File: src/sv/lzwd_ram.sv
// generic simple dual-port ram, one write and one registered read per cycle
// no dependencies
`default_nettype none

module lzwd_ram #(
  parameter int unsigned WIDTH = 8,
  parameter int unsigned DEPTH = 64,
  localparam int unsigned AW = $clog2(DEPTH)
) (
  input  wire logic             clk_i,
  input  wire logic             we_i,
  input  wire logic [AW-1:0]    waddr_i,
  input  wire logic [WIDTH-1:0] wdata_i,
  input  wire logic             re_i,
  input  wire logic [AW-1:0]    raddr_i,
  output logic      [WIDTH-1:0] rdata_o
);

  logic [WIDTH-1:0] mem_q [DEPTH];
  logic [WIDTH-1:0] rdata_q;

  always_ff @(posedge clk_i) begin
    if (we_i) begin
      mem_q[waddr_i] <= wdata_i;
    end
    if (re_i) begin
      rdata_q <= mem_q[raddr_i];
    end
  end

  assign rdata_o = rdata_q;

endmodule

`default_nettype wire

File: config.mk
export PLATFORM = sky130hd
export DESIGN_NAME = lzwd_ram
export DESIGN_NICKNAME = d
export VERILOG_FILES = /design/src/sv/lzwd_ram.sv
export SDC_FILE = /design/constraint.sdc
export NUM_CORES = 1
export LEC_CHECK = 0
export BUFFER_PORTS_ARGS = -buffer_cell sky130_fd_sc_hd__buf_2
export CAP_MARGIN = 10
export CORE_UTILIZATION = 35
export CTS_BUF_LIST = sky130_fd_sc_hd__clkbuf_8
export DETAILED_ROUTE_END_ITERATION = 8
export PLACE_DENSITY = 0.48
export SYNTH_ARGS = -nofsm -noshare
export SYNTH_HDL_FRONTEND = slang
export SYNTH_SLANG_ARGS = --single-unit
export TNS_END_PERCENT = 20
File: constraint.sdc
create_clock -name clk_i -period 2.6 [get_ports clk_i]
set_input_delay 0.13 -clock clk_i [delete_from_list [all_inputs] [get_ports clk_i]]
set_output_delay 0.13 -clock clk_i [all_outputs]
set_load 0.1 [all_outputs]
Word level (Yosys, flattened, before mapping) --
Memories as Yosys holds them, arrays and structs flattened. A register that Yosys moved wholly into a read port is not among the register bits. Index checks and enable logic that the tools add are counted.
Word-level totals: flip-flop bits (word level) 0, latch bits 0, bits in writable memories 512, ROM bits 0, input bits 23, output and inout port bits 8, word-level logic and storage cells 3, memories 1
Memories:
- mem_q | depth 64, width 8, read ports 1, clocked after memory_dff 1, write ports 1, line 19 | logic [WIDTH-1:0] mem_q [DEPTH];
Cells by class: $add $sub $neg 0, $mul 0, div/mod/pow operators 0, magnitude comparators 0, equal/unequal tests 0, shifts and indexed selects 0, mux-type cells 2, bitwise gates (word level) 0, reductions and logical operators 0
Operators by type and width (count):
- 1-bit 2-to-1 mux | 2

Logic depth before layout (Yosys ltp) --
Gate-level depths: netlist of the first run.
word-level depth 2, gate-level depth with buffers 9, depth with buffers taken out 5

Worst setup path before layout of the first run --
Ideal clock, no wire load.
path kind input -> register, from input port raddr_i[1], to register rdata_q[3] (netlist: rdata_o[3]), read port of mem_q, data pin, library setup time 266 ps, data arrival time 1670 ps, required time 2334 ps, setup slack 664 ps, cell stages on the path 7, path buffers 3, cell sequence buf_4 -> buf_2 -> buf_2 -> mux4_2 -> mux4_2 -> o21ai_1 -> o41ai_1
RTL lines:
- start: declaration | line 15 | input wire logic [AW-1:0] raddr_i,
- end: declaration | line 20 | logic [WIDTH-1:0] rdata_q;

==> flow_summary.toml, run 1 <==
[worst_setup_path]
crit_path_start_kind = "register"
crit_fanout = 1
worstPathArrival_ns = 2.69
cp_slowest_cell = "mux4_2"
crit_type = "reg2reg"
end_kind = "register"
crit_chain = "mux4_2, mux2_2, o221a_2, nor3_1, o32ai_1"
cpPeakStageDelay_ns = 0.50
worstPathRequired_ns = 3.00

[die]
io_pins = 31
die_h_um = 242.5
die_area_sq_mm = 0.05881
initial_core_util = 0.3563
die_x_um = 242.5
coreArea_sq_mm = 0.05682
std_cell_rows = 87

[synth]
ys_warn_count = 0
ys_types = 39
postSynthCellCount = 940
synth-seq-cells = 520
syn_area_per_cell_sq_um = 21.54
synth_edf_count = 520
yosysMostFrequentCell = "edfxtp_1"
synth_nets = 963
seq_area_frac_synth = 0.7712
synth_top_area_share = 0.7712
ys.flop_type = "edfxtp_1"
synth_top_area_cell = "edfxtp_1"
async_flop_share = 0
syn_area_sq_mm = 0.02025
ys_top_cells_by_count = "520 x edfxtp_1, 126 x mux4_2, 83 x nor2_1, 23 x mux2i_1, 19 x nand2_1"
synthTopCellsByArea = "edfxtp_1 77%, mux4_2 14%, nor2_1 1.5%"

[cts]
h-tree-depth = 3
cts_tree = "done"
cts_resized = 0
cts_root_buf = "clkbuf_8"
clk_latency_ns = 0.66
cts_buffer_depth = 3
cts_sinks = 520
cts_made_buffers = 89
clk_pin_slew_ns = 0.06

[detailed_routing]
wl_per_cell_um = 25.43
drc = 0
ant_nets = 0
vias_per_cell = 5.127
vias = 10044
drt-initial-drc-count = 720
wl_um = 49820
first_pass_iters = 5

[layout]
drive_above_1_share = 0.3264
syn2layout_area_growth_pct = 16.92
fin_util = 0.4166
nets = 1156
layout.cells.non_filler = 1959

[timing]
skew_ns = 0.02439
fin_crit_sh = 0.8809
setup_tns_ns = 0
finalWorstSetupSlack_ns = 0.3096
setup_viol = 0
max_freq_mhz = 436.6
final_max_slew_viol_count = 0
slew_headroom = 0.4884
period_needed_ns = 2.290
tightestPinTransition_ns = 0.7652
rsz0062_at_grt = "no"
hold_viol = 0

[place]
post-dp-hpwl_um = 31490
port_buffers = 30
dp_cells = 1791
pre_cts_slack_ns = 0.09167
gp_congestion = 0.7912

[flow_run]
drv_cap = 0

[min_path]
hold_class = "in2reg"

[grt]
grt_pass1_vias = 10434
grt_pass1_wl_um = 73290
track_usage = 0.1738
overflow = 0
grt_antenna_before_repair = 5
grt_max_degree = 65

[power]
power.leakage_nw = 7.647
powerDensity_mw_per_mm2 = 714.6
power_mw = 16.92
vdd_drop_max_mv = 0.3416

[outcome]
status = "finished clean"
[cell usage in the layout (no fill, tap or decap), drive strengths merged, types with 4 or more instances in the layout]
master / count
edfxtp: 520
buf: 145
mux4: 126
clkbuf: 91
nor2: 83
clkinv: 36
inv: 28
mux2i: 23
nand2: 19
nor2b: 14
mux2: 13
nand3: 13
o221ai: 8
o22ai: 8
nand2b: 7
nor3: 7
dlygate4sd3: 7
a221oi: 6
a211oi: 4
clkinvlp: 4
o21ai: 4
[worst paths after layout]
path	depth (start not counted)	startpoint	slack (ns)	to
worst max-delay path	5	mem_q[16][6]$_DFFE_PP_	0.31	rdata_o[6]$_DFFE_PP_
worst min-delay path	1	wdata_i[2]	0.1	mem_q[23][2]$_DFFE_PP_
worst max register to register	5	mem_q[16][6]$_DFFE_PP_	0.31	rdata_o[6]$_DFFE_PP_
worst min register to register	4	mem_q[23][0]$_DFFE_PP_	0.92	rdata_o[0]$_DFFE_PP_
[through the flow]
step | hold slack (ns) | instance area, sq um
after global placement | 0.4568 | 22040
after floorplan | 0.2289 | 20250
after global routing | 0.07419 | 23670
after detailed placement | 0.4679 | 22040
final | 0.09601 | 23670
after CTS | 0.03253 | 23670
[kinds of logic after synthesis]
group	synth area share
multiplexers	0.1588
AND/OR/NAND/NOR	0.03374
AO/OA/AOI/OAI	0.02064
flip-flops	0.7712
buffers and inverters	0.01563
[critical path: cells and delay by family, from the launching register on]
| kind | cells | cell delay [ns] |
|---|---|---|
| AOI/OAI and AO/OA | 2 | 0.43 |
| DFF | 1 | 0.37 |
| muxes | 2 | 0.80 |
| and+or+nand+nor | 1 | 0.44 |
[routing by layer]
metal  vias up  share of wire  GRT usage
met2       270           0.47     0.2734
met5         -        0.00082          0
met3        77          0.055    0.04287
met1      5346           0.44     0.2376
li1       4345              -          -
met4         6          0.024    0.05454
[cell type report]
type / instances / area [sq um]
tap: 756 / 945.9
clock inverter: 69 / 322.8
antenna: 2 / 5.005
multi-input combinational: 369 / 4315
sequential: 520 / 15620
fill: 5089 / 33150
clock buffer: 90 / 1239
timing repair buffer: 153 / 1230
[power by group]
part,switching (mW),internal (mW)
sequential,0.0243,9.30
combinational,0.641,0.378
clock,3.25,3.32
total,3.92,13.0
[sequential cells by signal (all words and copies together) (netlist names)]
signal,flops
mem_q,512
rdata_o,8
[timing repair]
item	CTS	global route
hold endpoints to repair	141	0
hold buffers	7	0
setup buffers	0	0
endpoints found under the setup margin	0	0
(Power assumes the default switching activity.)
==> run 2, diff against run 1 <==
CTS_BUF_LIST = unset   (was sky130_fd_sc_hd__clkbuf_8)
GPL_TIMING_DRIVEN = 0   (was unset)
SETUP_SLACK_MARGIN = 0.2   (was unset)
==> run 2 against run 1 <==
Effect of this change:
- sequential cell count unchanged
- core utilization down 0.78 points
- routed wire length up 5.1%
- die area unchanged
- cell area down 1.9%
- clock skew up 0.0051 ns
- hold slack worse by 0.050 ns
- largest cell class unchanged
==> flow_summary.toml, run 2 (synthesis gave the netlist of run 1 again) <==
[detailed_routing]
wl_um = 52330
wl_per_cell_um = 28.58
first_pass_iters = 5
drc = 0
drt-initial-drc-count = 906
vias_per_cell = 5.307
ant_nets = 0
vias = 9718

[cts]
cts_made_buffers = 54
post_cts_buffers = 0
cts_root_buf = "clkbuf_16"
clk_latency_ns = 0.62
h-tree-depth = 2
clk_pin_slew_ns = 0.06
cts_sinks = 520
cts_buffer_depth = 3
cts_tree = "done"

[power]
powerDensity_mw_per_mm2 = 764.9
vdd_drop_max_mv = 0.4769
power.leakage_nw = 7.144

[timing]
rsz0062_at_grt = "yes"
max_freq_mhz = 428.7
setup_viol = 0
skew_ns = 0.02949
fin_crit_sh = 0.8972
hold_viol = 0
slew_headroom = 0.2371
setup_tns_ns = 0
tightestPinTransition_ns = 1.144
final_max_slew_viol_count = 0
hold_ws_ns = 0.04585
period_needed_ns = 2.333

[worst_setup_path]
cpPeakStageDelay_ns = 0.81
worstPathRequired_ns = 2.92
cp_slowest_cell = "clkdlybuf4s15_1"
end_kind = "register"
crit_fanout = 10
worstPathArrival_ns = 2.65
crit_chain = "buf_2, buf_4, clkdlybuf4s15_1, mux4_2, o221ai_1, a21oi_1, o21ai_1, o41ai_2"
crit_type = "in2reg"
crit_path_start_kind = "primary input"

[place]
post-dp-hpwl_um = 33350
port_buffers = 22
gp_congestion = 0.8272

[layout]
syn2layout_area_growth_pct = 14.73
nets = 1055
final_common_cell = "edfxtp_1"
drive_above_1_share = 0.2544
regMostFlops = "mem_q"
largest_register_ffs = 512
final_cell_mix = "520 x edfxtp_1, 126 x mux4_2, 83 x nor2_1, 55 x clkbuf_16, 33 x buf_2"
fill_cells = 5067

[die]
die_h_um = 242.5
io_pins = 31
die_x_um = 242.5
std_cell_rows = 87
coreArea_sq_mm = 0.05682
initial_core_util = 0.3563
die_area_sq_mm = 0.05881

[grt]
grt_antenna_before_repair = 2
grt_pass1_vias = 10006
grt_max_degree = 65
grt_pass1_wl_um = 74990
overflow = 0
track_usage = 0.1812

[min_path]
hold_class = "in2reg"

[outcome]
status = "finished clean"

[flow_run]
drv_cap = 0
==> run 2: changes by cell type in the layout (fill, tap and decap cells not counted), moves of 3 or more <==
cell / before / now
bufinv_16: 1 / 4
clkbuf_1: 0 / 32
buf_1: 0 / 3
inv_1: 26 / 0
buf_6: 0 / 4
clkbuf_16: 0 / 55
clkinv_1: 28 / 13
clkinvlp_4: 4 / 1
buf_4: 108 / 13
buf_2: 27 / 33
clkbuf_8: 91 / 0
clkinv_2: 8 / 5
==> run 2: final timing paths <==
| path | slack [ns] | startpoint | cells past startpoint | end |
|---|---|---|---|---|
| max | 0.27 | raddr_i[2] | 8 | rdata_o[3]$_DFFE_PP_ |
| min | 0.05 | wdata_i[4] | 1 | mem_q[35][4]$_DFFE_PP_ |
| max reg2reg | 0.27 | mem_q[20][4]$_DFFE_PP_ | 5 | rdata_o[4]$_DFFE_PP_ |
| min reg2reg | 1.01 | mem_q[30][0]$_DFFE_PP_ | 4 | rdata_o[0]$_DFFE_PP_ |
==> run 2: stage by stage <==
stage	std cells	cell area (sq um)	utilization	power [mW]	worst slack (ns)
floorplan	940	20250	-	10.07	0.6637
global placement	1718	21300	0.3749	10.52	-0.7648
finish	1831	23230	0.4088	17.77	0.2672
detailed placement	1718	21310	0.3751	10.53	-0.7371
global route	1829	23220	0.4087	18.29	0.1350
CTS	1816	23010	0.4049	17.91	0.1962
==> run 2: repair_timing <==
item | in CTS | in global routing
resized for setup | 3 | 4
hold buffers | 1 | 6
endpoints found under the hold margin | 9 | 76
endpoints found under the setup margin | 4 | 4
==> run 2: power by group <==
group	internal (mW)	switching (mW)	leakage, nW
Combinational	0.354	0.699	1.65
Sequential	9.30	0.0168	4.69
Clock	4.27	3.14	0.808
==> run 2: layer usage <==
layer | routed length, um | part of all wire | track usage | vias up
met5 | 16 | 0.00031 | 0 | -
met4 | 1364 | 0.026 | 0.04989 | 2
met3 | 3186 | 0.061 | 0.04055 | 89
met1 | 23070 | 0.44 | 0.2525 | 5203
met2 | 24690 | 0.47 | 0.2859 | 296
li1 | - | - | - | 4128
==> run 2: cell type report <==
cell class | instances | area, sq um | area share
diodes | 2 | 5.005 | 0.0002154
plain buffers | 51 | 331.6 | 0.01427
clock buffers | 72 | 1440 | 0.06199
clock inverters | 25 | 234.0 | 0.01007
multi-input cells | 369 | 4338 | 0.1867
flip-flops and latches | 520 | 15620 | 0.6722
well taps | 756 | 945.9 | 0.04072
repair buffers | 36 | 320.3 | 0.01379
==> run 2: critical path, delay by kind of cell <==
kind | cells | cell delay [ns]
multiplexers | 1 | 0.43
AO/OA/AOI/OAI | 4 | 0.77
buffers and inverters | 3 | 1.30
