**src/sv/lzwd_pkg.sv**
```systemverilog
// shared types and constants for the lzw code decoder
// no dependencies; every other file except lzwd_ram refers to it by scoped names
`default_nettype none

package lzwd_pkg;

  localparam int unsigned BYTE_W  = 8;
  localparam int unsigned CODE_W  = 12;
  localparam int unsigned CFG_W   = 12;
  localparam int unsigned CMP_W   = 17;
  localparam int unsigned LIT_NUM = 256;

  localparam logic [CFG_W-1:0]  CFG_RST  = 12'd4095;
  localparam logic [BYTE_W-1:0] LIT_FLIP = 8'h80;

  // request from the dictionary walker to the output stage
  typedef struct packed {
    logic go;
    logic err;
    logic ovf;
  } emit_req_t;

endpackage

`default_nettype wire

```
**src/sv/lzwd_emit.sv**
```systemverilog
// output side: pops the byte stack newest first into the output register
// depends on lzwd_pkg; reads the byte stack ram
`default_nettype none

module lzwd_emit #(
  parameter int unsigned MAX_RUN = 64,
  localparam int unsigned PW   = $clog2(MAX_RUN),
  localparam int unsigned CNTW = $clog2(MAX_RUN + 1)
) (
  input  wire logic                        clk_i,
  input  wire logic                        rst_ni,
  input  wire lzwd_pkg::emit_req_t         req_i,
  input  wire logic [CNTW-1:0]             cnt_i,
  input  wire logic [PW-1:0]               top_i,
  output logic                             idle_o,
  output logic                             stk_re_o,
  output logic      [PW-1:0]               stk_raddr_o,
  input  wire logic [lzwd_pkg::BYTE_W-1:0] stk_rdata_i,
  output logic                             out_valid_o,
  input  wire logic                        out_stall_i,
  output logic      [lzwd_pkg::BYTE_W-1:0] out_byte_o,
  output logic                             last_o,
  output logic                             error_o
);

  localparam logic [PW-1:0]   PTR_LAST = PW'(MAX_RUN - 1);
  localparam logic [CNTW-1:0] CNT_ONE  = CNTW'(1);

  logic                        busy_q, err_q, pend_q, out_valid_q;
  logic [CNTW-1:0]             rem_q;
  logic [PW-1:0]               rptr_q;
  logic                        ovf_q, pend_last_q, pend_err_q;
  logic [lzwd_pkg::BYTE_W-1:0] out_byte_q;
  logic                        out_last_q, out_err_q;

  logic out_free, issue, load_pend, load_err;

  assign out_free  = !out_valid_q || !out_stall_i;
  // the pending stack word may be replaced in the cycle it moves out
  assign issue     = busy_q && (rem_q != '0) && (!pend_q || out_free);
  assign load_pend = pend_q && out_free;
  assign load_err  = err_q && out_free;

  assign stk_re_o    = issue;
  assign stk_raddr_o = rptr_q;
  assign idle_o      = !busy_q && !err_q;
  assign out_valid_o = out_valid_q;
  assign out_byte_o  = out_byte_q;
  assign last_o      = out_last_q;
  assign error_o     = out_err_q;

  always_ff @(posedge clk_i or negedge rst_ni) begin
    if (!rst_ni) begin
      busy_q      <= 1'b0;
      err_q       <= 1'b0;
      pend_q      <= 1'b0;
      out_valid_q <= 1'b0;
      rem_q       <= '0;
      rptr_q      <= '0;
    end else begin
      if (req_i.go) begin
        busy_q <= !req_i.err;
        err_q  <= req_i.err;
        rem_q  <= cnt_i;
        rptr_q <= top_i;
      end else begin
        if (issue) begin
          rem_q  <= rem_q - 1'b1;
          rptr_q <= (rptr_q == '0) ? PTR_LAST : rptr_q - 1'b1;
        end
        if (busy_q && (rem_q == '0) && !pend_q) begin
          busy_q <= 1'b0;
        end
        if (load_err) begin
          err_q <= 1'b0;
        end
      end
      if (issue) begin
        pend_q <= 1'b1;
      end else if (load_pend) begin
        pend_q <= 1'b0;
      end
      if (load_pend || load_err) begin
        out_valid_q <= 1'b1;
      end else if (!out_stall_i) begin
        out_valid_q <= 1'b0;
      end
    end
  end

  always_ff @(posedge clk_i) begin
    if (req_i.go) begin
      ovf_q <= req_i.ovf;
    end
    if (issue) begin
      pend_last_q <= (rem_q == CNT_ONE);
      pend_err_q  <= (rem_q == CNT_ONE) && ovf_q;
    end
    if (load_pend) begin
      out_byte_q <= stk_rdata_i;
      out_last_q <= pend_last_q;
      out_err_q  <= pend_err_q;
    end else if (load_err) begin
      out_byte_q <= '0;
      out_last_q <= 1'b1;
      out_err_q  <= 1'b1;
    end
  end

endmodule

`default_nettype wire

```
**config.mk**
```make
export PLATFORM = sky130hd
export DESIGN_NAME = lzwd_emit
export DESIGN_NICKNAME = d
export VERILOG_FILES = /design/src/sv/lzwd_pkg.sv /design/src/sv/lzwd_emit.sv
export SDC_FILE = /design/constraint.sdc
export NUM_CORES = 1
export LEC_CHECK = 0
export BUFFER_PORTS_ARGS = -buffer_cell sky130_fd_sc_hd__buf_2
export CORE_ASPECT_RATIO = 1.75
export CORE_MARGIN = 2
export CORE_UTILIZATION = 55
export DETAILED_ROUTE_END_ITERATION = 8
export PLACE_DENSITY = 0.91
export SKIP_CTS_REPAIR_TIMING = 1
export SYNTH_ARGS = -nofsm -noshare
export SYNTH_HDL_FRONTEND = slang
export SYNTH_SLANG_ARGS = --single-unit
```
**constraint.sdc**
```tcl
create_clock -name clk_i -period 3.1 [get_ports clk_i]
set_input_delay 0.155 -clock clk_i [delete_from_list [all_inputs] [get_ports clk_i]]
set_output_delay 0.155 -clock clk_i [all_outputs]
set_load 0.03 [all_outputs]
```
After elaboration in Yosys (flattened, before gate mapping)
Cells that the tools add are included.
W data, S select, Z words.
{"block": "word_totals", "ff_bits": 30, "in_bits": 27, "out_inout_bits": 19, "wordCells": 59}
{"block": "op_classes", "n_addsub": 2, "eq_ne": 2, "mux": 18, "n_reduce_logical": 25}
{"op": "$mux W6", "count": 3}
{"op": "$mux W8", "count": 2}
{"op": "$mux W7", "count": 2}
{"op": "$mux W1", "count": 11}
{"op": "$reduce_bool A2 Y1", "count": 5}
{"op": "$logic_and A1 B1 Y1", "count": 8}
{"op": "$eq A7 B1 Y1 const B", "count": 1}
{"op": "$logic_not A7 Y1", "count": 1}
{"op": "$reduce_bool A7 Y1", "count": 1}
{"op": "$sub A7 B1 Y7 const B", "count": 1}
{"op": "$logic_not A1 Y1", "count": 6}
{"op": "$logic_not A6 Y1", "count": 1}
{"op": "$sub A6 B1 Y6 const B", "count": 1}
{"op": "$logic_or A1 B1 Y1", "count": 3}
{"op": "$ne A2 B1 Y1 const B", "count": 1}

Longest topological paths before layout
{"block": "logic_depth", "word_depth": 6, "ltp_mapped": 7, "mapped_depth_nobuf": 6}

Worst setup path after synthesis
Ideal clock, no wire load.
{"block": "synth_path", "kind": "register to register", "from": "register rptr_q[0] (netlist: stk_raddr_o[0])", "to": "register rptr_q[3] (netlist: stk_raddr_o[3])", "setup_ns": 0.083, "arrival_time_ns": 1.745, "required_ns": 3.017, "setup_slack_ns": 1.272, "stages_incl_launch_ff": 7, "n_path_buf": 0, "cell_sequence": "dfrtp_1 > inv_1 > ha_1 > or4b_2 > o21ai_0 > a21oi_1 > o21ai_0"}
{"block": "synth_between", "elab_chain_cells": 4}
{"item": "start, declared", "line": "lzwd_emit.sv:31", "source": "logic [PW-1:0] rptr_q;"}
{"item": "start signal, assigned", "line": "lzwd_emit.sv:65", "source": "rptr_q <= top_i;"}
{"item": "start signal, assigned", "line": "lzwd_emit.sv:69", "source": "rptr_q <= (rptr_q == '0) ? PTR_LAST : rptr_q - 1'b1;"}
{"item": "$sub A6 B1 Y6 or $logic_not A6 Y1 (tied branches)", "line": "lzwd_emit.sv:69"}
{"item": "$mux W6 *", "line": "lzwd_emit.sv:69"}
{"item": "$mux W6 *", "line": "lzwd_emit.sv:67", "source": "if (issue) begin"}
{"item": "$mux W6 *", "line": "lzwd_emit.sv:61", "source": "if (req_i.go) begin"}
Every way passes the cells marked *; elsewhere a longest branch is shown, timed or not. The select of a mux whose other input is x is not followed.
A chain may end at the register's enable or synchronous reset.

Worst setup path in the final report
{"block": "layout_path", "from": "register rem_q[3]", "to": "output port stk_re_o"}
{"block": "layout_between", "elab_chain_cells": 3}
{"item": "start, declared", "line": "lzwd_emit.sv:30", "source": "logic [CNTW-1:0] rem_q;"}
{"item": "start signal, assigned", "line": "lzwd_emit.sv:64", "source": "rem_q <= cnt_i;"}
{"item": "start signal, assigned", "line": "lzwd_emit.sv:68", "source": "rem_q <= rem_q - 1'b1;"}
{"item": "$reduce_bool A7 Y1", "line": "lzwd_emit.sv:40", "source": "assign issue = busy_q && (rem_q != '0) && (!pend_q || out_free);"}
{"item": "$logic_and A1 B1 Y1 (2 in series)", "line": "lzwd_emit.sv:40"}
{"item": "end, declared", "line": "lzwd_emit.sv:16", "source": "output logic stk_re_o,"}
Every way passes these cells.

==> out/metrics.csv <==
stage;metric;value;unit
detailed_routing;remaining_drc_errors;0;
worst_setup_path;endpoint_kind;output pin;
worst_setup_path;cp.required;2.94;ns
timing;relSlewSlack;0.407;
timing;timing.final.hold_violations;0;
timing;min_period;1.97;ns
detailed_routing;dr.pass1.iters;4;
detailed_routing;drt-initial-drc-count;37;
detailed_routing;route.vias.total;1329;
layout;nNetsFinal;229;
worst_setup_path;crit_family;simple AND/OR/NAND/NOR gates;
floorplanning;chipHeight;74.4;um
logic_synthesis;syn_nets;182;
clock_tree;cts.path.max_buffers;2;
detailed_routing;drt_wl_total;3130;um
timing;setup_slack;1.13;ns
floorplanning;chipWidth;44.2;um
logic_synthesis;synth_warnings;0;
global_route;grt_pass1_vias;1291;
clock_tree;cts_num_sinks;30;
global_route;track_usage;0.212;
flow_run;cap_violations;0;
timing;maxSlewViolCount;0;
pwr;peakVddDrop;0.389;mV
worst_setup_path;crit_chain;or4_4 -> o211a_4 -> buf_2;
floorplanning;fp.coreArea;0.00269;sq mm
place;place_ws;1.27;ns
logic_synthesis;synth_common_cells;20 x nand2_1, 17 x dfrtp_1, 13 x edfxtp_1;
timing;timing.setup.tns;0;ns
detailed_routing;wl_per_cell;13.9;um
floorplanning;rows;25;
detailed_routing;ant_nets;0;
timing;setup_violations;0;
clock_tree;cts_buffers;5;
layout;diodes;0;
worst_setup_path;r2r_cells;6;
global_route;grt_max_degree;36;
worst_setup_path;worst-path-buf-inv;1;
timing;whs;0.0494;ns
layout;drive_above_1_share;0.303;
worst_setup_path;cp_data_arrival_time;1.82;ns
clock_tree;cts_tree;built;
logic_synthesis;avgSynthCellArea;10.4;sq um
clock_tree;root_buffer;clkbuf_8;
clock_tree;cts_htree_levels;2;
worst_setup_path;cpMaxStageDelayCell;or4_4;
clock_tree;clk_pin_slew;0.06;ns
worst_setup_path;start_kind;flip-flop;
global_route;grt_pass1_wl;5080;um
logic_synthesis;synth_top_area_frac;0.273;
timing;fmax;507;MHz
clock_tree;clk_latency;0.28;ns
layout;syn_to_final_growth;20.6;%
logic_synthesis;synth_edf_count;13;
logic_synthesis;ys_types;44;
logic_synthesis;synth_top_cell_by_area;dfrtp_1;
hold_path;holdPathStages;1;
timing;clock_skew;0.00493;ns
logic_synthesis;async_reset_ff_frac;0.567;
worst_setup_path;r2r_slack;1.25;ns
pwr;power_density;586;mW/mm^2
timing;grt_setup_unrepaired;false;
logic_synthesis;synth_ff_type;dfrtp_1;
place;globalplace.congestion;0.741;
place;place_hpwl;2350;um
detailed_routing;viasPerCell;5.91;
logic_synthesis;synth_area_leaders;dfrtp_1 27%, edfxtp_1 25%, nand2_1 4.8%;
place;io_buffers;45;
worst_setup_path;path_class;reg2out;
floorplanning;initial_core_util;0.579;
pwr;p_leak;0.863;nW
floorplanning;io_pins;46;
worst_setup_path;crit_cells;3;
logic_synthesis;syn_inst;150;
logic_synthesis;yosysMostFrequentCell;nand2_1;
logic_synthesis;ys_seq_area_frac;0.524;
place;placed_cell_area;0.00179;sq mm
logic_synthesis;syn_area;0.00156;sq mm
global_route;antenna_found_initial;0;
global_route;overflow;0;
outcome;status;completed;
timing;tightest_slew;0.890;ns
floorplanning;die-area;0.00329;sq mm
worst_setup_path;slowest_delay;0.57;ns
hold_path;hold_class;in2reg;
layout;fin_area;0.00188;sq mm
timing;fin_crit_sh;0.637;
logic_synthesis;synth_seq_cells;30;
pwr;p_total;0.00110;W
worst_setup_path;crit_fanout;16;
worst reg2reg max path: cells and delay by family, from the launching register on:
kind	cells	cell delay (ns)
buffers and inverters	1	0.10
and+or+nand+nor	1	0.64
adders and majority gates	1	0.19
muxes	1	0.10
DFF	1	0.42
AOI/OAI and AO/OA	2	0.34
sequential cells by signal, summed over array words and instances (netlist names):
name and cells:
pend_q 1, out_valid_o 1, err_q 1, ovf_q 1, busy_q 1, stk_raddr_o 6, error_o 1, last_o 1
out_byte_o 8, rem_q 7, pend_err_q 1, pend_last_q 1
final timing paths:
kind	from	end
worst max-delay path	rem_q[3]	stk_re_o
max in group asynchronous	rst_ni	rem_q[5]
min in group asynchronous	rst_ni	rem_q[1]
worst min-delay path	req_i[0]	ovf_q
worst min register to register	err_q	out_valid_o
worst max register to register	stk_raddr_o[0]	stk_raddr_o[0]
cell type report:
class	instances	area, sq um
Clock buffer	6	72.6
Inverter	5	18.8
Sequential cell	30	816
Clock inverter	2	8.76
Tap cell	27	33.8
Fill cell	205	812
Timing Repair Buffer	46	235
Multi-Input combinational cell	109	693
power by group:
group | switching, W | internal (W) | total [W]
Clock | 0.000140 | 0.000154 | 0.000294
Combinational | 0.000177 | 0.000109 | 0.000286
Sequential | 0.0000473 | 0.000473 | 0.000520
layer usage:
layer / part of all wire / up-vias / GRT usage
met4: 0.028 / 0 / 0.138
met1: 0.36 / 626 / 0.195
met2: 0.55 / 53 / 0.395
met3: 0.069 / 10 / 0.0510
li1: - / 640 / -
met5: 0 / - / 0
stage by stage:
step / std cells / utilization
after CTS: 224 / 0.694
after floorplan: 150 / -
final: 225 / 0.698
after global routing: 225 / 0.698
after global placement: 216 / 0.664
after detailed placement: 216 / 0.664
cell usage in the layout, fill, tap and decap left out, types with 3 or more instances in the layout:
cell type,instances
dfrtp_1,17
o21ai_0,10
edfxtp_1,13
buf_2,45
and3_1,9
nand3b_1,3
nor2_1,9
inv_1,5
ha_1,5
nand2b_1,5
nand2_1,20
mux2i_1,3
a21oi_1,6
nand3_1,3
clkbuf_8,5
cell families after synthesis:
logic type | after synthesis | synth area share
AOI/OAI and AO/OA | 32 | 0.141
xor gates and xnor gates | 2 | 0.0112
adders and majority gates | 5 | 0.0402
buffers and inverters | 11 | 0.0313
DFF | 30 | 0.524
muxes | 4 | 0.0265
and+or+nand+nor | 66 | 0.227
No activity file was read; power rests on OpenSTA's default activity.
