[src/sv/lzwd_pkg.sv]
// shared types and constants for the lzw code decoder
// no dependencies; every other file except lzwd_ram refers to it by scoped names
`default_nettype none

package lzwd_pkg;

  localparam int unsigned BYTE_W  = 8;
  localparam int unsigned CODE_W  = 12;
  localparam int unsigned CFG_W   = 12;
  localparam int unsigned CMP_W   = 17;
  localparam int unsigned LIT_NUM = 256;

  localparam logic [CFG_W-1:0]  CFG_RST  = 12'd4095;
  localparam logic [BYTE_W-1:0] LIT_FLIP = 8'h80;

  // request from the dictionary walker to the output stage
  typedef struct packed {
    logic go;
    logic err;
    logic ovf;
  } emit_req_t;

endpackage

`default_nettype wire

[src/sv/lzwd_walk.sv]
// input side: code check, dictionary chain walk, dictionary update, max_code register
// depends on lzwd_pkg; drives the dictionary ram and the write port of the byte stack
`default_nettype none

module lzwd_walk #(
  parameter int unsigned CODE_BITS = 12,
  parameter int unsigned MAX_RUN   = 64,
  localparam int unsigned CW   = CODE_BITS,
  localparam int unsigned DW   = CODE_BITS + lzwd_pkg::BYTE_W,
  localparam int unsigned PW   = $clog2(MAX_RUN),
  localparam int unsigned CNTW = $clog2(MAX_RUN + 1)
) (
  input  wire logic                              clk_i,
  input  wire logic                              rst_ni,
  input  wire logic                              in_valid_i,
  output logic                                   in_stall_o,
  input  wire logic [lzwd_pkg::CODE_W-1:0]       code_i,
  input  wire logic                              start_req_i,
  input  wire logic                              cfg_we_i,
  input  wire logic [lzwd_pkg::CFG_W-1:0]        cfg_wdata_i,
  output logic                                   dict_we_o,
  output logic      [CW-1:0]                     dict_waddr_o,
  output logic      [DW-1:0]                     dict_wdata_o,
  output logic                                   dict_re_o,
  output logic      [CW-1:0]                     dict_raddr_o,
  input  wire logic [DW-1:0]                     dict_rdata_i,
  output logic                                   stk_we_o,
  output logic      [PW-1:0]                     stk_waddr_o,
  output logic      [lzwd_pkg::BYTE_W-1:0]       stk_wdata_o,
  output lzwd_pkg::emit_req_t                    emit_o,
  output logic      [CNTW-1:0]                   emit_cnt_o,
  output logic      [PW-1:0]                     emit_top_o,
  input  wire logic                              emit_idle_i
);

  localparam int unsigned NFW = CODE_BITS + 1;
  localparam logic [CW-1:0]   LIT_TOP  = CW'(lzwd_pkg::LIT_NUM);
  localparam logic [NFW-1:0]  NF_RST   = NFW'(lzwd_pkg::LIT_NUM);
  localparam logic [PW-1:0]   PTR_LAST = PW'(MAX_RUN - 1);
  localparam logic [CNTW-1:0] CNT_FULL = CNTW'(MAX_RUN);
  localparam logic [lzwd_pkg::CMP_W-1:0] MASK_C = lzwd_pkg::CMP_W'((1 << CODE_BITS) - 1);

  typedef enum logic [1:0] {
    S_IDLE,
    S_WALK,
    S_ROOT,
    S_POP
  } state_e;

  state_e                      state_q, state_d;
  logic [CW-1:0]               cur_q, cur_d;
  logic [CW-1:0]               code_q, code_d;
  logic [PW-1:0]               wptr_q, wptr_d;
  logic [CNTW-1:0]             cnt_q, cnt_d;
  logic                        ovf_q, ovf_d;
  logic                        add_q, add_d;
  logic [NFW-1:0]              next_free_q, next_free_d;
  logic [CW-1:0]               prior_code_q, prior_code_d;
  logic [lzwd_pkg::BYTE_W-1:0] prior_first_q, prior_first_d;
  logic                        have_prior_q, have_prior_d;
  logic [lzwd_pkg::CFG_W-1:0]  max_code_q;

  logic [CW-1:0]               code_w, root, rd_prefix;
  logic [lzwd_pkg::BYTE_W-1:0] rd_byte, lit;
  logic [NFW-1:0]              nf_eff;
  logic                        hp_eff, can_add, is_kw, undef, accept;
  logic [lzwd_pkg::CMP_W-1:0]  lim_c, nf_c, code_c;
  logic [PW-1:0]               wptr_inc;
  logic [CNTW-1:0]             cnt_inc;
  logic                        ovf_inc;

  assign code_w    = CW'(code_i);
  assign accept    = in_valid_i && (state_q == S_IDLE);
  assign nf_eff    = start_req_i ? NF_RST : next_free_q;
  assign hp_eff    = start_req_i ? 1'b0 : have_prior_q;
  assign lim_c     = (lzwd_pkg::CMP_W'(max_code_q) > MASK_C) ? MASK_C
                                                            : lzwd_pkg::CMP_W'(max_code_q);
  assign nf_c      = lzwd_pkg::CMP_W'(nf_eff);
  assign code_c    = lzwd_pkg::CMP_W'(code_w);
  assign can_add   = nf_c <= lim_c;
  assign is_kw     = hp_eff && (code_c == nf_c);
  assign undef     = hp_eff ? !((code_c < nf_c) || (is_kw && can_add))
                            : (code_w >= LIT_TOP);
  // a code one past the table decodes from the previous string
  assign root      = is_kw ? prior_code_q : code_w;

  assign rd_prefix = dict_rdata_i[DW-1:lzwd_pkg::BYTE_W];
  assign rd_byte   = dict_rdata_i[lzwd_pkg::BYTE_W-1:0];
  assign lit       = cur_q[lzwd_pkg::BYTE_W-1:0] ^ lzwd_pkg::LIT_FLIP;

  // the stack wraps, so after an overlong walk it keeps the leading bytes
  assign wptr_inc  = (wptr_q == PTR_LAST) ? '0 : wptr_q + 1'b1;
  assign cnt_inc   = (cnt_q == CNT_FULL) ? cnt_q : cnt_q + 1'b1;
  assign ovf_inc   = ovf_q || (cnt_q == CNT_FULL);

  assign in_stall_o   = (state_q != S_IDLE);
  assign emit_cnt_o   = cnt_inc;
  assign emit_top_o   = wptr_q;
  assign dict_waddr_o = next_free_q[CW-1:0];
  assign dict_wdata_o = {prior_code_q, lit};

  always_comb begin
    state_d       = state_q;
    cur_d         = cur_q;
    code_d        = code_q;
    wptr_d        = wptr_q;
    cnt_d         = cnt_q;
    ovf_d         = ovf_q;
    add_d         = add_q;
    next_free_d   = next_free_q;
    prior_code_d  = prior_code_q;
    prior_first_d = prior_first_q;
    have_prior_d  = have_prior_q;
    dict_we_o     = 1'b0;
    dict_re_o     = 1'b0;
    dict_raddr_o  = root;
    stk_we_o      = 1'b0;
    stk_waddr_o   = wptr_q;
    stk_wdata_o   = rd_byte;
    emit_o        = '0;

    case (state_q)
      S_IDLE: begin
        if (accept) begin
          next_free_d  = nf_eff;
          have_prior_d = hp_eff;
          if (undef) begin
            emit_o.go  = 1'b1;
            emit_o.err = 1'b1;
            state_d    = S_POP;
          end else begin
            code_d = code_w;
            add_d  = hp_eff && can_add;
            cur_d  = root;
            ovf_d  = 1'b0;
            if (is_kw) begin
              stk_we_o    = 1'b1;
              stk_waddr_o = '0;
              stk_wdata_o = prior_first_q;
              wptr_d      = PW'(1);
              cnt_d       = CNTW'(1);
            end else begin
              wptr_d = '0;
              cnt_d  = '0;
            end
            if (root >= LIT_TOP) begin
              dict_re_o = 1'b1;
              state_d   = S_WALK;
            end else begin
              state_d = S_ROOT;
            end
          end
        end
      end
      S_WALK: begin
        stk_we_o = 1'b1;
        wptr_d   = wptr_inc;
        cnt_d    = cnt_inc;
        ovf_d    = ovf_inc;
        if (rd_prefix >= LIT_TOP) begin
          dict_re_o    = 1'b1;
          dict_raddr_o = rd_prefix;
        end else begin
          cur_d   = rd_prefix;
          state_d = S_ROOT;
        end
      end
      S_ROOT: begin
        stk_we_o      = 1'b1;
        stk_wdata_o   = lit;
        emit_o.go     = 1'b1;
        emit_o.ovf    = ovf_inc;
        dict_we_o     = add_q;
        if (add_q) begin
          next_free_d = next_free_q + 1'b1;
        end
        prior_code_d  = code_q;
        prior_first_d = lit;
        have_prior_d  = 1'b1;
        state_d       = S_POP;
      end
      S_POP: begin
        if (emit_idle_i) begin
          state_d = S_IDLE;
        end
      end
      default: begin
        state_d = S_IDLE;
      end
    endcase
  end

  always_ff @(posedge clk_i or negedge rst_ni) begin
    if (!rst_ni) begin
      state_q       <= S_IDLE;
      next_free_q   <= NF_RST;
      prior_code_q  <= '0;
      prior_first_q <= '0;
      have_prior_q  <= 1'b0;
      max_code_q    <= lzwd_pkg::CFG_RST;
      wptr_q        <= '0;
      cnt_q         <= '0;
      ovf_q         <= 1'b0;
      add_q         <= 1'b0;
    end else begin
      state_q       <= state_d;
      next_free_q   <= next_free_d;
      prior_code_q  <= prior_code_d;
      prior_first_q <= prior_first_d;
      have_prior_q  <= have_prior_d;
      wptr_q        <= wptr_d;
      cnt_q         <= cnt_d;
      ovf_q         <= ovf_d;
      add_q         <= add_d;
      if (cfg_we_i) begin
        max_code_q <= cfg_wdata_i;
      end
    end
  end

  always_ff @(posedge clk_i) begin
    cur_q  <= cur_d;
    code_q <= code_d;
  end

endmodule

`default_nettype wire

[config.mk]
export PLATFORM = sky130hd
export DESIGN_NAME = lzwd_walk
export DESIGN_NICKNAME = d
export VERILOG_FILES = /design/src/sv/lzwd_pkg.sv /design/src/sv/lzwd_walk.sv
export SDC_FILE = /design/constraint.sdc
export NUM_CORES = 1
export LEC_CHECK = 0
export BUFFER_PORTS_ARGS = -buffer_cell sky130_fd_sc_hd__buf_2
export CAP_MARGIN = 20
export CORE_MARGIN = 10
export CORE_UTILIZATION = 35
export CTS_CLUSTER_SIZE = 10
export DETAILED_ROUTE_END_ITERATION = 6
export PLACE_DENSITY_LB_ADDON = 0.15
export SLEW_MARGIN = 10
export SYNTH_ARGS = -nofsm -noshare
export SYNTH_HDL_FRONTEND = slang
export SYNTH_SLANG_ARGS = --single-unit
export TNS_END_PERCENT = 10
[constraint.sdc]
create_clock -name clk_i -period 6.2 [get_ports clk_i]
set_input_delay 0 -clock clk_i [delete_from_list [all_inputs] [get_ports clk_i]]
set_output_delay 0 -clock clk_i [all_outputs]
set_load 0.01 [all_outputs]
# ---- Word level (Yosys, flattened, before mapping)
# Index checks and enable logic that the tools add are counted.
dict set report word_totals {
  register_bits 83
  latchBits 0
  ramBits 0
  rom_bits 0
  input_bits 50
  out_inout_bits 78
  word_cells 108
  n_memories 0
}
dict set report classes {
  add_sub_neg 3
  mul 0
  div 0
  magnitude_cmp 5
  eq_ne 11
  n_shift 0
  mux 57
  n_bitwise 2
  n_reduce_logical 18
}
# cell count
set ops {}
lappend ops {{$mux 8} 6}
lappend ops {{$mux 6} 7}
lappend ops {{$mux 13} 3}
lappend ops {{$ge 12x9->1 const B} 3}
lappend ops {{$mux 12} 3}
lappend ops {{$pmux 8 s2} 2}
lappend ops {{$pmux 13 s2} 1}
lappend ops {{$mux 7} 3}
lappend ops {{$mux 1} 17}
lappend ops {{$mux 2} 7}
lappend ops {{$pmux 7 s2} 1}
lappend ops {{$add 13x1->13 const B} 1}
lappend ops {{$eq 12x13->1} 1}
lappend ops {{$le 13x12->1} 1}
lappend ops {{$lt 12x13->1} 1}
lappend ops {{$pmux 6 s2} 1}
lappend ops {{$reduce_and 3->1} 4}
lappend ops {{$ne 2x2->1 const B} 5}
lappend ops {{$pmux 1 s2} 5}
lappend ops {{$pmux 2 s4} 1}
lappend ops {{$add 7x1->7 const B} 1}
lappend ops {{$eq 7x7->1 const B} 1}
lappend ops {{$add 6x1->6 const B} 1}
lappend ops {{$eq 6x6->1 const B} 1}
lappend ops {{other kinds (11)} 19}

# ---- Logic depth before layout (Yosys ltp)
# Gate-level depths: netlist of run 1.
dict set report logic_depth {
  word_depth 10
  ltp_mapped 16
  mapped_depth_nobuf 11
}

# ---- Least setup slack after synthesis of run 1
# OpenSTA, ideal clock, no wires.
dict set report synth_path {
  path_type {reg2reg}
  startpoint {reg next_free_q[2]}
  endpoint {reg code_q[0] (enable)}
  setup_time_ps 392
  t_arrival_ps 2713
  required_ps 5808
  slack_ps 3095
  path_stages_with_launch 11
  cell_sequence {dfrtp_1 buf_2 nand2_1 inv_1 ha_1 nor3b_1 a311oi_1 o21ai_0 a211oi_1 o21ai_0 a21oi_1}
}
dict set report synth_between {
  elab_chain_len 9
}
# item line_no
set synth_rtl {}
lappend synth_rtl {{start, declared} lzwd_walk.sv:57} ;# logic [NFW-1:0] next_free_q, next_free_d;
lappend synth_rtl {{start signal, assigned} lzwd_walk.sv:207} ;# next_free_q <= next_free_d;
lappend synth_rtl {{$mux 13 *} lzwd_walk.sv:74} ;# assign nf_eff = start_req_i ? NF_RST : next_free_q;
lappend synth_rtl {{branches (longest 3 deep; another with $le 13x12->1)} n/a}
lappend synth_rtl {{$logic_or 1x1->1 *} lzwd_walk.sv:82} ;# assign undef = hp_eff ? !((code_c < nf_c) || (is_kw && can_add))
lappend synth_rtl {{$logic_not 1->1 *} lzwd_walk.sv:82}
lappend synth_rtl {{$mux 1 *} lzwd_walk.sv:82}
lappend synth_rtl {{$not 1->1 (no source line) *} n/a}
lappend synth_rtl {{$reduce_and 3->1 (no source line) *} n/a}
lappend synth_rtl {{end signal, assigned} lzwd_walk.sv:223} ;# code_q <= code_d;
lappend synth_rtl {{end, declared} lzwd_walk.sv:52} ;# logic [CW-1:0] code_q, code_d;
# Mark *: on every way between the ends.
# A chain may end at the register's enable or synchronous reset.

# ---- Worst setup path after layout of run 1
dict set report layout_path {
  startpoint {reg state_q[0]}
  endpoint {out stk_wdata_o[4] in the netlist's numbering}
}
dict set report layout_between {
  elab_chain_len 4
}
# item line_no
set layout_rtl {}
lappend layout_rtl {{start, declared} lzwd_walk.sv:50} ;# state_e state_q, state_d;
lappend layout_rtl {{start signal, assigned} lzwd_walk.sv:206} ;# state_q <= state_d;
lappend layout_rtl {{$logic_not 2->1} {lzwd_walk.sv:73, lzwd_walk.sv:122}}
lappend layout_rtl {{$logic_and 1x1->1} lzwd_walk.sv:73} ;# assign accept = in_valid_i && (state_q == S_IDLE);
lappend layout_rtl {{$mux 8} lzwd_walk.sv:124} ;# if (accept) begin
lappend layout_rtl {{$pmux 8 s2 *} lzwd_walk.sv:122} ;# case (state_q)
lappend layout_rtl {{end, declared} lzwd_walk.sv:29} ;# output logic [lzwd_pkg::BYTE_W-1:0] stk_wdata_o,
# Every way passes the cells marked *; elsewhere a longest branch is shown, timed or not.

==> metrics, run 1 <==
outcome=completed; sequential share of power=about a third; clock tree sinks=83; hold depth=3; die width=143 um; cell family with most CP delay=simple AND/OR/NAND/NOR gates; final estimated routing congestion in global placement=0.824; Reg2Reg Launch Point=next_free_q[2]; die area=just over 20000 um2; Antenna Diode Count=0; DPL Wire Length=approximately 12000 um; Synth top cells by count=nand2_1, inv_1, dfrtp_1; FILL cells=roughly 1400; class of the most critical setup path=flop to primary output; Power Internal=1.51 mW; post-synthesis instance area=5270 um2; total count of max-transition violations in the final report=0; buffers added on ports=127; Global Route Usage Sum=14.7%; transition time of the tightest slew-check pin=951 ps; slew margin rel.=about 37%; drt initial violations=roughly 280; NetSw=0.963 mW; combinational fraction of design power=45.4%; arrival time at the worst endpoint=3670 ps; NumNets Final=748; clock share of power=20.1%; utilization after layout=44.0%; grt met2 use=24.6%; Reg2Reg Depth=10; clock buffer count from CTS=9; post-layout min period=3670 ps; Yosys top cell by area=dfrtp_1; Most Used Layer, Global Route=met2; ANT nets after route=0; met3 track demand over resource=3.62%; Total Neg Setup Slack=0 ps; share of the synthesized area in the top cell type=23.7%; required time of the critical path=~6200 ps; count of state elements after synthesis=83; critical path's largest stage delay=800 ps; GR met1 Demand/Resource=18.4%; number of hold violations in the final report=0; R2R Path End=code_q[4]; cell types occupying the most area after synthesis=dfrtp_1, edfxtp_1, dfstp_2, mux2i_1, ha_1; worst min-delay path class=primary input to flop; Synth warnings=0; vertical die dimension=143 um; VDD IR max=approximately 130 uV; area delta synth->final=22.3%; Sw Share=39.0%; clock root buffer=clkbuf_16; Fmax achieved=0.272 GHz; Max Root-Sink Buffers=2; Post-Syn Instances=546; Hold Path End=max_code_q[7]; category of the worst setup path capture point=primary output; Initial Util=between 30% and 40%; clock input transition at the sequential cells of the worst setup and hold paths=about 60 ps; vias post-DR=4435; grt ovf=0; EDFF count, synth=20; worst hold slack after final layout=29.6 ps; startpoint class of the critical path=flop; power density normalized to cell area=roughly 380 nW/um2; Post-synth ARST share=about three quarters; Reg area=2190 um2; hold path start=cfg_we_i; I/O pins=around 130; maximum number of pins on one net before global-route repair=64; area of the multi-input gates=approximately 2600 um2; wire length of the first global-routing pass=24100 um; leak pwr=around 3 nW; number of placement rows=44; via count of the first global-routing pass=4621; share of the clock period used by the worst path after layout=between 50% and 60%; ordered cell list for the critical path=inv_1, ha_1, nand4_1, nand4bb_2, nor4_1, a31o_1, or2_1, a311o_1, buf_2; Critical-path top delay cell=ha_1; Final Skew=8.98 ps; top-count cell post-synth=nand2_1; clock latency on the worst-skew pair=between 300 and 400 ps; number of maximum-capacitance violations=0; number of iterations in the first detailed-routing pass=4; Mapped Nets=621; count of final setup violators=0; cells resized by post-CTS repair=0; total power of the final layout=2.47 mW; synth unique cells=66; clock tree from TritonCTS=done; number of buffers and inverters on the critical path=2; synthesized area divided by synthesized cell count=9.66 um2; share of the yosys chip area belonging to registers=41.6%; routed length per instance=17.5 um; fraction of layout instances using a drive strength above 1=28.6%; aggregate routed wire length=between 15000 and 20000 um; Reg2Reg Setup Slack=2610 ps; largest fanout on the critical path=26; total DRC errors in the routed layout=0; setup repair after global routing missed its margin=false; H-tree level count=3; initial antenna violation count=0; top flip-flop cell by instance count after synthesis=dfrtp_1; routed via count divided by cell count=5.15; core region area=roughly 15000 um2
==> registers in the layout (all words and copies together), names as in the netlist <==
signal / cells
next_free_q: 13
have_prior_q: 1
ovf_q: 1
prior_first_q: 8
max_code_q: 12
add_q: 1
state_q: 2
emit_top_o: 6
cur_q: 8
cnt_q: 7
prior_code_q: 12
code_q: 12
==> timing repair <==
item	CTS	global route
endpoints found under the hold margin	74	0
hold buffers	25	0
buffers inserted	0	0
==> power groups by stage <==
stage	registers [mW]	clock network, mW	logic (mW)
final	0.854	0.496	1.12
after global routing	0.878	0.534	1.24
after CTS	0.855	0.513	1.14
after detailed placement	0.864	0	1.12
after global placement	0.860	0	1.10
after floorplan	0.843	0	0.762
==> area by class of cell <==
| class | count | share of cell area [%] |
|---|---|---|
| clock buffer | 13 | 4.04 |
| timing repair buffer | 159 | 14.6 |
| tap | 184 | 3.57 |
| clock inverter | 3 | 0.213 |
| sequential | 83 | 34.0 |
| inverter | 52 | 3.03 |
| multi-input combinational | 368 | 40.6 |
==> worst max-delay path by stage <==
stage               depth (start not counted)  slack, ps      startpoint             end
floorplan                                  10       3100  next_free_q[2]       code_q[0]
global placement                           12       2620     start_req_i        cur_q[1]
detailed placement                         12       2480     start_req_i        cur_q[2]
CTS                                        11       2470  next_free_q[2]       dict_re_o
global route                               11       2160  next_free_q[2]       dict_re_o
finish                                      9       2530      state_q[0]  stk_wdata_o[4]
==> per-layer routing <==
layer  routed length [um]  up-vias
met1                 6760     2118
met2                 7110      120
met4                  218        0
li1                     -     2184
met5                    0        -
met3                  961       13
==> kinds of logic (layout without fill, tap and decap cells) <==
group                    count (synthesis)  after routing  share of synthesized area [%]
AO/OA/AOI/OAI                          108            108                           14.5
XOR/XNOR                                11             11                           1.83
adder cells (fa/ha/maj)                 26             26                           6.12
buffers and inverters                   95            227                           8.80
flip-flops                              83             83                           41.6
multiplexers                            60             60                           12.0
AND/OR/NAND/NOR                        163            163                           15.1
==> worst min-delay path, stage by stage <==
cell,delay [ps]
buf_2,210
nand2_1,90
o21ai_0,70
==> metrics by stage <==
| stage | setup WS, ps | area (um2) | std cells |
|---|---|---|---|
| after floorplan | 3100 | 5270 | 546 |
| after global placement | 2620 | 5920 | 820 |
| after detailed placement | 2480 | 5920 | 820 |
| after CTS | 2470 | 6440 | 861 |
| after global routing | 2160 | 6450 | 862 |
| final | 2530 | 6450 | 862 |
==> cell usage in the layout (no fill, tap or decap), types with 9 or more instances in the layout <==
cell type / netlist / final
nand3_1: 20 / 20
dfstp_2: 13 / 13
mux2_2: 26 / 26
xnor2_1: 10 / 10
clkbuf_16: 0 / 9
edfxtp_1: 20 / 20
dfrtp_1: 50 / 50
nor2_1: 40 / 40
nand2_1: 53 / 53
a21oi_1: 16 / 16
ha_1: 25 / 25
mux2i_1: 34 / 34
a22o_1: 9 / 9
nor3_1: 13 / 13
inv_1: 52 / 52
dlygate4sd3_1: 0 / 25
buf_2: 5 / 127
o21ai_0: 24 / 24
No activity file was read; power rests on OpenSTA's default activity.
==> inputs of run 2 (changes only) <==
==> constraint.sdc (replaced) <==
create_clock -name clk_i -period 3.51 [get_ports clk_i]
set_input_delay 0 -clock clk_i [delete_from_list [all_inputs] [get_ports clk_i]]
set_output_delay 0 -clock clk_i [all_outputs]
set_load 0.01 [all_outputs]
==> run 2 against run 1 <==
Sequential power up 77%. Combinational power up 79%. Worst hold slack worse by 9.6 ps. Clock-buffer cell count down 3. Power up 86%. Routed wire length up 1.3%. Cell count up 0.58%. Die area unchanged. Non-clock buffer count up 5. Cell area up 1.7%. Largest power group unchanged.
==> metrics, run 2 (synthesis results as in run 1) <==
top layer reached by signal wires=met4 (unchanged); ordered cell list for the critical path=nand2_1, ha_1, nand2_1, o21a_1, o22ai_1, a311o_2, nor4_4, or2_4, a311o_1, buf_2 (was inv_1, ha_1, nand4_1, nand4bb_2, nor4_1, a31o_1, or2_1, a311o_1, buf_2); Routed met3 length=1070 um (was 961 um); Critical-path top delay cell=nor4_4 (was ha_1); power density normalized to cell area=702 nW/um2 (was 383 nW/um2); Antenna Diode Count=0 (unchanged); class of the most critical setup path=flop to primary output (unchanged); number of buffers and inverters on the critical path=1 (was 2); number of placement rows=44 (unchanged); via count of the first global-routing pass=4665 (was 4621); area delta synth->final=24.3% (was 22.3%); clock root buffer=clkbuf_16 (unchanged); share of the clock period used by the worst path after layout=94.5%; Met2 Wirelength=7210 um (was 7110 um); worst slack at placement=302 ps (was 2480 ps); vertical die dimension=143 um (unchanged); outcome=completed (unchanged); core region area=14600 um2 (unchanged); Global Route Usage Sum=15.1% (was 14.7%); wire length of the first global-routing pass=24800 um (was 24100 um); clock tree from TritonCTS=done (unchanged); most common cell after layout, fill and taps aside=buf_2 (unchanged); Total Neg Setup Slack=0 ps (unchanged); critical path's largest stage delay=610 ps (was 800 ps); arrival time at the worst endpoint=3320 ps (was 3670 ps); cell family with most CP delay=simple AND/OR/NAND/NOR gates (unchanged); routed via count divided by cell count=5.14 (was 5.15); total DRC errors in the routed layout=0 (unchanged); aggregate routed wire length=15200 um (was 15100 um); clock latency on the worst-skew pair=340 ps (was 350 ps); die area=20400 um2 (unchanged); VDD IR max=240 uV (was 127 uV); DPL Wire Length=11900 um (was 11800 um); met1 WL=6820 um (was 6760 um); least setup slack across all paths after layout=195 ps (was 2530 ps); Non-Filler Instances=867 (was 862); I/O pins=128 (unchanged); vias post-DR=4456 (was 4435); ANT nets after route=0 (unchanged); Initial Util=36.0% (unchanged); startpoint class of the critical path=flop (unchanged); largest fanout on the critical path=15 (was 26); count of final setup violators=0 (unchanged); clock tree sinks=83 (unchanged); category of the worst setup path capture point=primary output (unchanged); initial antenna violation count=0 (unchanged); Fmax achieved=0.302 GHz; maximum number of pins on one net before global-route repair=41 (was 64); total count of max-transition violations in the final report=0 (unchanged); drt initial violations=253 (was 276); number of hold violations in the final report=0 (unchanged); routed length per instance=17.6 um (was 17.5 um); Max Root-Sink Buffers=2 (unchanged); leak pwr=3.01 nW (was 2.96 nW); Final Skew=6.31 ps (was 8.98 ps); setup repair after global routing missed its margin=false (unchanged); cell with the most instances on the worst path=nand2_1; post-layout min period=around 3300 ps; NumNets Final=753 (was 748); die width=143 um (unchanged); clock buffer count from CTS=9 (unchanged); H-tree level count=3 (unchanged); most used cells in the layout excluding fill and tap cells=buf_2, nand2_1, inv_1 (unchanged); buffers added on ports=127 (unchanged); transition time of the tightest slew-check pin=976 ps (was 951 ps); grt ovf=0 (unchanged); number of maximum-capacitance violations=0 (unchanged); required time of the critical path=3510 ps (was 6200 ps); # placed instances=826 (was 820); clock input transition at the sequential cells of the worst setup and hold paths=60 ps (about the same); number of iterations in the first detailed-routing pass=4 (unchanged); fraction of layout instances using a drive strength above 1=29.6% (was 28.6%); final estimated routing congestion in global placement=0.869 (was 0.824); max FFs per register=13 (unchanged); slew margin rel.=35.0% (was 36.6%); largest reg by FF count=next_free_q (unchanged); worst min-delay path class=primary input to flop (unchanged)
==> run 2: through the flow <==
step	util, %	power (mW)	cell area, um2	hold slack (ps)
6_report	44.8	4.60	6560	20.1
5_1_grt	44.8	4.94	6560	21.7
4_1_cts	44.7	4.67	6550	6.97
3_5_place_dp	40.7	3.54	5960	215
3_3_place_gp	40.7	3.51	5960	210
2_1_floorplan	-	2.83	5270	-296
==> run 2: final cells by class <==
type / instances / area, um2
flip-flops and latches: 83 / 2190
inverters: 52 / 195
clock buffers: 10 / 239
fillers: 1450 / 8090
well taps: 184 / 230
multi-input cells: 368 / 2620
clock inverters: 6 / 103
repair buffers: 164 / 976
==> run 2: where the power goes <==
group	switching, mW	leakage (nW)	internal (mW)
Combinational	1.12	1.89	0.889
Clock	0.381	0.168	0.708
Sequential	0.224	0.951	1.28
==> run 2: worst min-delay path: stages <==
cell and delay, ps:
buf_2 90, inv_1 30, mux2i_1 110
==> run 2: routing by layer <==
metal,global-route usage (%),vias up
li1,-,2198
met2,24.8,108
met4,3.31,0
met5,0,-
met3,4.78,9
met1,19.0,2141
==> run 2: final timing paths <==
path,depth (start not counted),startpoint,to,slack [ps]
min in group asynchronous,2,rst_ni,cnt_q[3],360
worst max register to register,11,next_free_q[6],cnt_q[0],410
worst min-delay path,3,dict_rdata_i[10],cur_q[2],20
max in group asynchronous,3,rst_ni,next_free_q[8],2200
worst min register to register,1,code_q[0],prior_code_q[0],480
worst max-delay path,10,next_free_q[6],stk_wdata_o[2],190
==> run 2: what timing repair did <==
| item | 4_1_cts | 5_1_grt |
|---|---|---|
| setup endpoints to repair | 3 | 10 |
| cloned | 0 | 0 |
| setup buffers | 0 | 0 |
| hold endpoints to repair | 63 | 0 |
| gates resized for setup | 1 | 3 |
| hold buffers | 25 | 0 |
==> inputs of run 3 (changes only) <==
--- a/config.mk
+++ b/config.mk
@@ -6,9 +6,9 @@
 export NUM_CORES = 1
 export LEC_CHECK = 0
 export BUFFER_PORTS_ARGS = -buffer_cell sky130_fd_sc_hd__buf_2
-export CAP_MARGIN = 20
 export CORE_MARGIN = 10
 export CORE_UTILIZATION = 35
+export CTS_BUF_LIST = sky130_fd_sc_hd__clkbuf_8
 export CTS_CLUSTER_SIZE = 10
 export DETAILED_ROUTE_END_ITERATION = 6
 export PLACE_DENSITY_LB_ADDON = 0.15
==> run 3 against run 2 <==
Critical path depth up 1. First-iteration DRC count is 10% higher. Sequential power is essentially flat. Global-route usage up 0.16 points. Utilization rose by 0.20 points. Non-clock buffer count rose by 13. Combinational power hardly changed. Die area did not move. Flip-flop and latch count did not move. Worst hold slack better by 9.8 ps. Clock skew up 0.66 ps. Highest routed layer unchanged. Via count increased by 0.90%.
==> metrics, run 3 (synthesis results as in run 1) <==
number of placement rows=44 (unchanged); FILL cells=1457 (was 1450); power density normalized to cell area=662 nW/um2 (was 702 nW/um2); most common cell after layout, fill and taps aside=buf_2 (unchanged); via count of the first global-routing pass=4698 (was 4665); routed via count divided by cell count=5.11 (was 5.14); clock buffer count from CTS=9 (unchanged); least setup slack across all paths after layout=241 ps (was 195 ps); largest fanout on the critical path=15 (unchanged); clock tree sinks=83 (unchanged); critical path's largest stage delay=480 ps (was 610 ps); drt initial violations=279 (was 253); Antenna Diode Count=0 (unchanged); Critical-path top delay cell=dfrtp_1 (was nor4_4); Initial Util=36.0% (unchanged); NetSw=1.69 mW (was 1.72 mW); fraction of layout instances using a drive strength above 1=29.0% (was 29.6%); ANT nets after route=0 (unchanged); wire length of the first global-routing pass=25000 um (was 24800 um); transition time of the tightest slew-check pin=975 ps (was 976 ps); required time of the critical path=3510 ps (about the same); Most Used Layer, Global Route=met2 (unchanged); Power Internal=2.66 mW (was 2.88 mW); grt met2 use=25.3% (was 24.8%); most used cells in the layout excluding fill and tap cells=buf_2, nand2_1, inv_1 (unchanged); area delta synth->final=24.8% (was 24.3%); setup repair after global routing missed its margin=false (unchanged); number of maximum-capacitance violations=0 (unchanged); class of the most critical setup path=flop to primary output (unchanged); Max Root-Sink Buffers=2 (unchanged); buffers added on ports=127 (unchanged); I/O pins=128 (unchanged); grt ovf=0 (unchanged); worst slack at placement=302 ps (unchanged); core region area=14600 um2 (unchanged); number of buffers and inverters on the critical path=2 (was 1); total power of the final layout=4.36 mW (was 4.60 mW); post-CTS setup buffer count=0 (unchanged); utilization after layout=45.0% (was 44.8%); number of iterations in the first detailed-routing pass=4 (unchanged); Fmax achieved=0.306 GHz (was 0.302 GHz); max FFs per register=13 (unchanged); VDD IR max=240 uV (about the same); vertical die dimension=143 um (unchanged); die width=143 um (unchanged); met3 track demand over resource=4.78% (unchanged); initial antenna violation count=0 (unchanged); aggregate routed wire length=15400 um (was 15200 um); clock latency on the worst-skew pair=370 ps (was 340 ps); category of the worst setup path capture point=primary output (unchanged); clock share of power=19.1% (was 23.7%); maximum number of pins on one net before global-route repair=41 (unchanged); NumNets Final=766 (was 753); total DRC errors in the routed layout=0 (unchanged); vias post-DR=4496 (was 4456); slew margin rel.=35.0% (about the same); GR met1 Demand/Resource=19.0% (about the same); routed length per instance=17.5 um (was 17.6 um); largest reg by FF count=next_free_q (unchanged); combinational fraction of design power=46.3% (was 43.6%); Sw Share=38.9% (was 37.5%); die area=20400 um2 (unchanged); outcome=completed (unchanged); H-tree level count=3 (unchanged); DPL Wire Length=11900 um (unchanged); ordered cell list for the critical path=nand2_1, inv_1, ha_1, nor4bb_1, o221ai_1, a21oi_1, nor2_1, a31o_2, or2_4, a311o_1, buf_2 (was nand2_1, ha_1, nand2_1, o21a_1, o22ai_1, a311o_2, nor4_4, or2_4, a311o_1, buf_2); cell family with most CP delay=compound AO/OA/AOI/OAI gates (was simple AND/OR/NAND/NOR gates); sequential share of power=34.6% (was 32.7%); number of hold violations in the final report=0 (unchanged); leak pwr=3.01 nW (about the same); clock input transition at the sequential cells of the worst setup and hold paths=80 ps (was 60 ps); startpoint class of the critical path=flop (unchanged); total count of max-transition violations in the final report=0 (unchanged); count of final setup violators=0 (unchanged); clock tree from TritonCTS=done (unchanged); clock root buffer=clkbuf_8 (was clkbuf_16); share of the clock period used by the worst path after layout=93.1% (was 94.5%); worst min-delay path class=primary input to flop (unchanged); Total Neg Setup Slack=0 ps (unchanged); arrival time at the worst endpoint=3270 ps (was 3320 ps); post-layout min period=3270 ps (was 3320 ps); Final Skew=6.97 ps (was 6.31 ps); final estimated routing congestion in global placement=0.869 (unchanged); Global Route Usage Sum=15.3% (was 15.1%)
-- run 3: cell count changes in the layout (fill, tap and decap cells not counted) --
cell,before,now
clkbuf_16,9,0
dlygate4sd3_1,25,38
clkbuf_8,1,10
-- run 3: timing repair --
action / 4_1_cts / 5_1_grt
gates resized for setup: 1 / 3
setup endpoints to repair: 8 / 11
hold buffers: 38 / 0
endpoints found under the hold margin: 68 / 0
pin swaps: 0 / 1
-- run 3: stage by stage --
stage          std cells  hold slack, ps  cell area, um2
2_1_floorplan        546            -296            5270
3_3_place_gp         826             210            5960
3_5_place_dp         826             215            5960
4_1_cts              880            6.51            6580
5_1_grt              880            25.1            6580
6_report             880            29.9            6580
-- run 3: per-layer routing --
metal  routed length, um  share of wire [%]
met5                   0                  0
met4                 125               0.81
met3                 987                6.4
met2                7340                 48
met1                6930                 45
-- run 3: final cells by class --
cell class,instances,area [um2],area share [%]
well taps,184,230,3.50
flip-flops and latches,83,2190,33.3
repair buffers,177,1110,16.8
inverters,52,195,2.96
clock buffers,10,138,2.09
multi-input cells,368,2620,39.8
clock inverters,6,103,1.56
-- run 3: power groups by stage --
stage          sequential [mW]  combinational [mW]  clock (mW)
3_5_place_dp              1.53                2.01           0
2_1_floorplan             1.49                1.35           0
6_report                  1.51                2.02       0.832
4_1_cts                   1.51                2.05       0.870
5_1_grt                   1.55                2.24       0.918
3_3_place_gp              1.52                1.98           0
-- run 3: path summary, 6_finish.rpt --
path                                       start                to  slack [ps]  cells past startpoint
worst max-delay path              next_free_q[6]    stk_wdata_o[2]         240                     11
worst min-delay path            dict_rdata_i[11]          cur_q[3]          30                      3
worst max register to register    next_free_q[6]          cnt_q[0]         410                     11
worst min register to register        code_q[10]  prior_code_q[10]         490                      1
max in group asynchronous                 rst_ni    next_free_q[8]        2230                      3
min in group asynchronous                 rst_ni          cnt_q[3]         330                      2
-- run 3: worst reg2reg max path, cell delays in order (launching register included) --
cell and delay (ps):
dfrtp_1 480, nand2_1 150, inv_1 50, ha_1 310
nor4bb_1 290, o221ai_1 170, a21oi_1 240, a211oi_1 120
o211a_1 310, nor2_1 260, buf_4 270, mux2_2 360
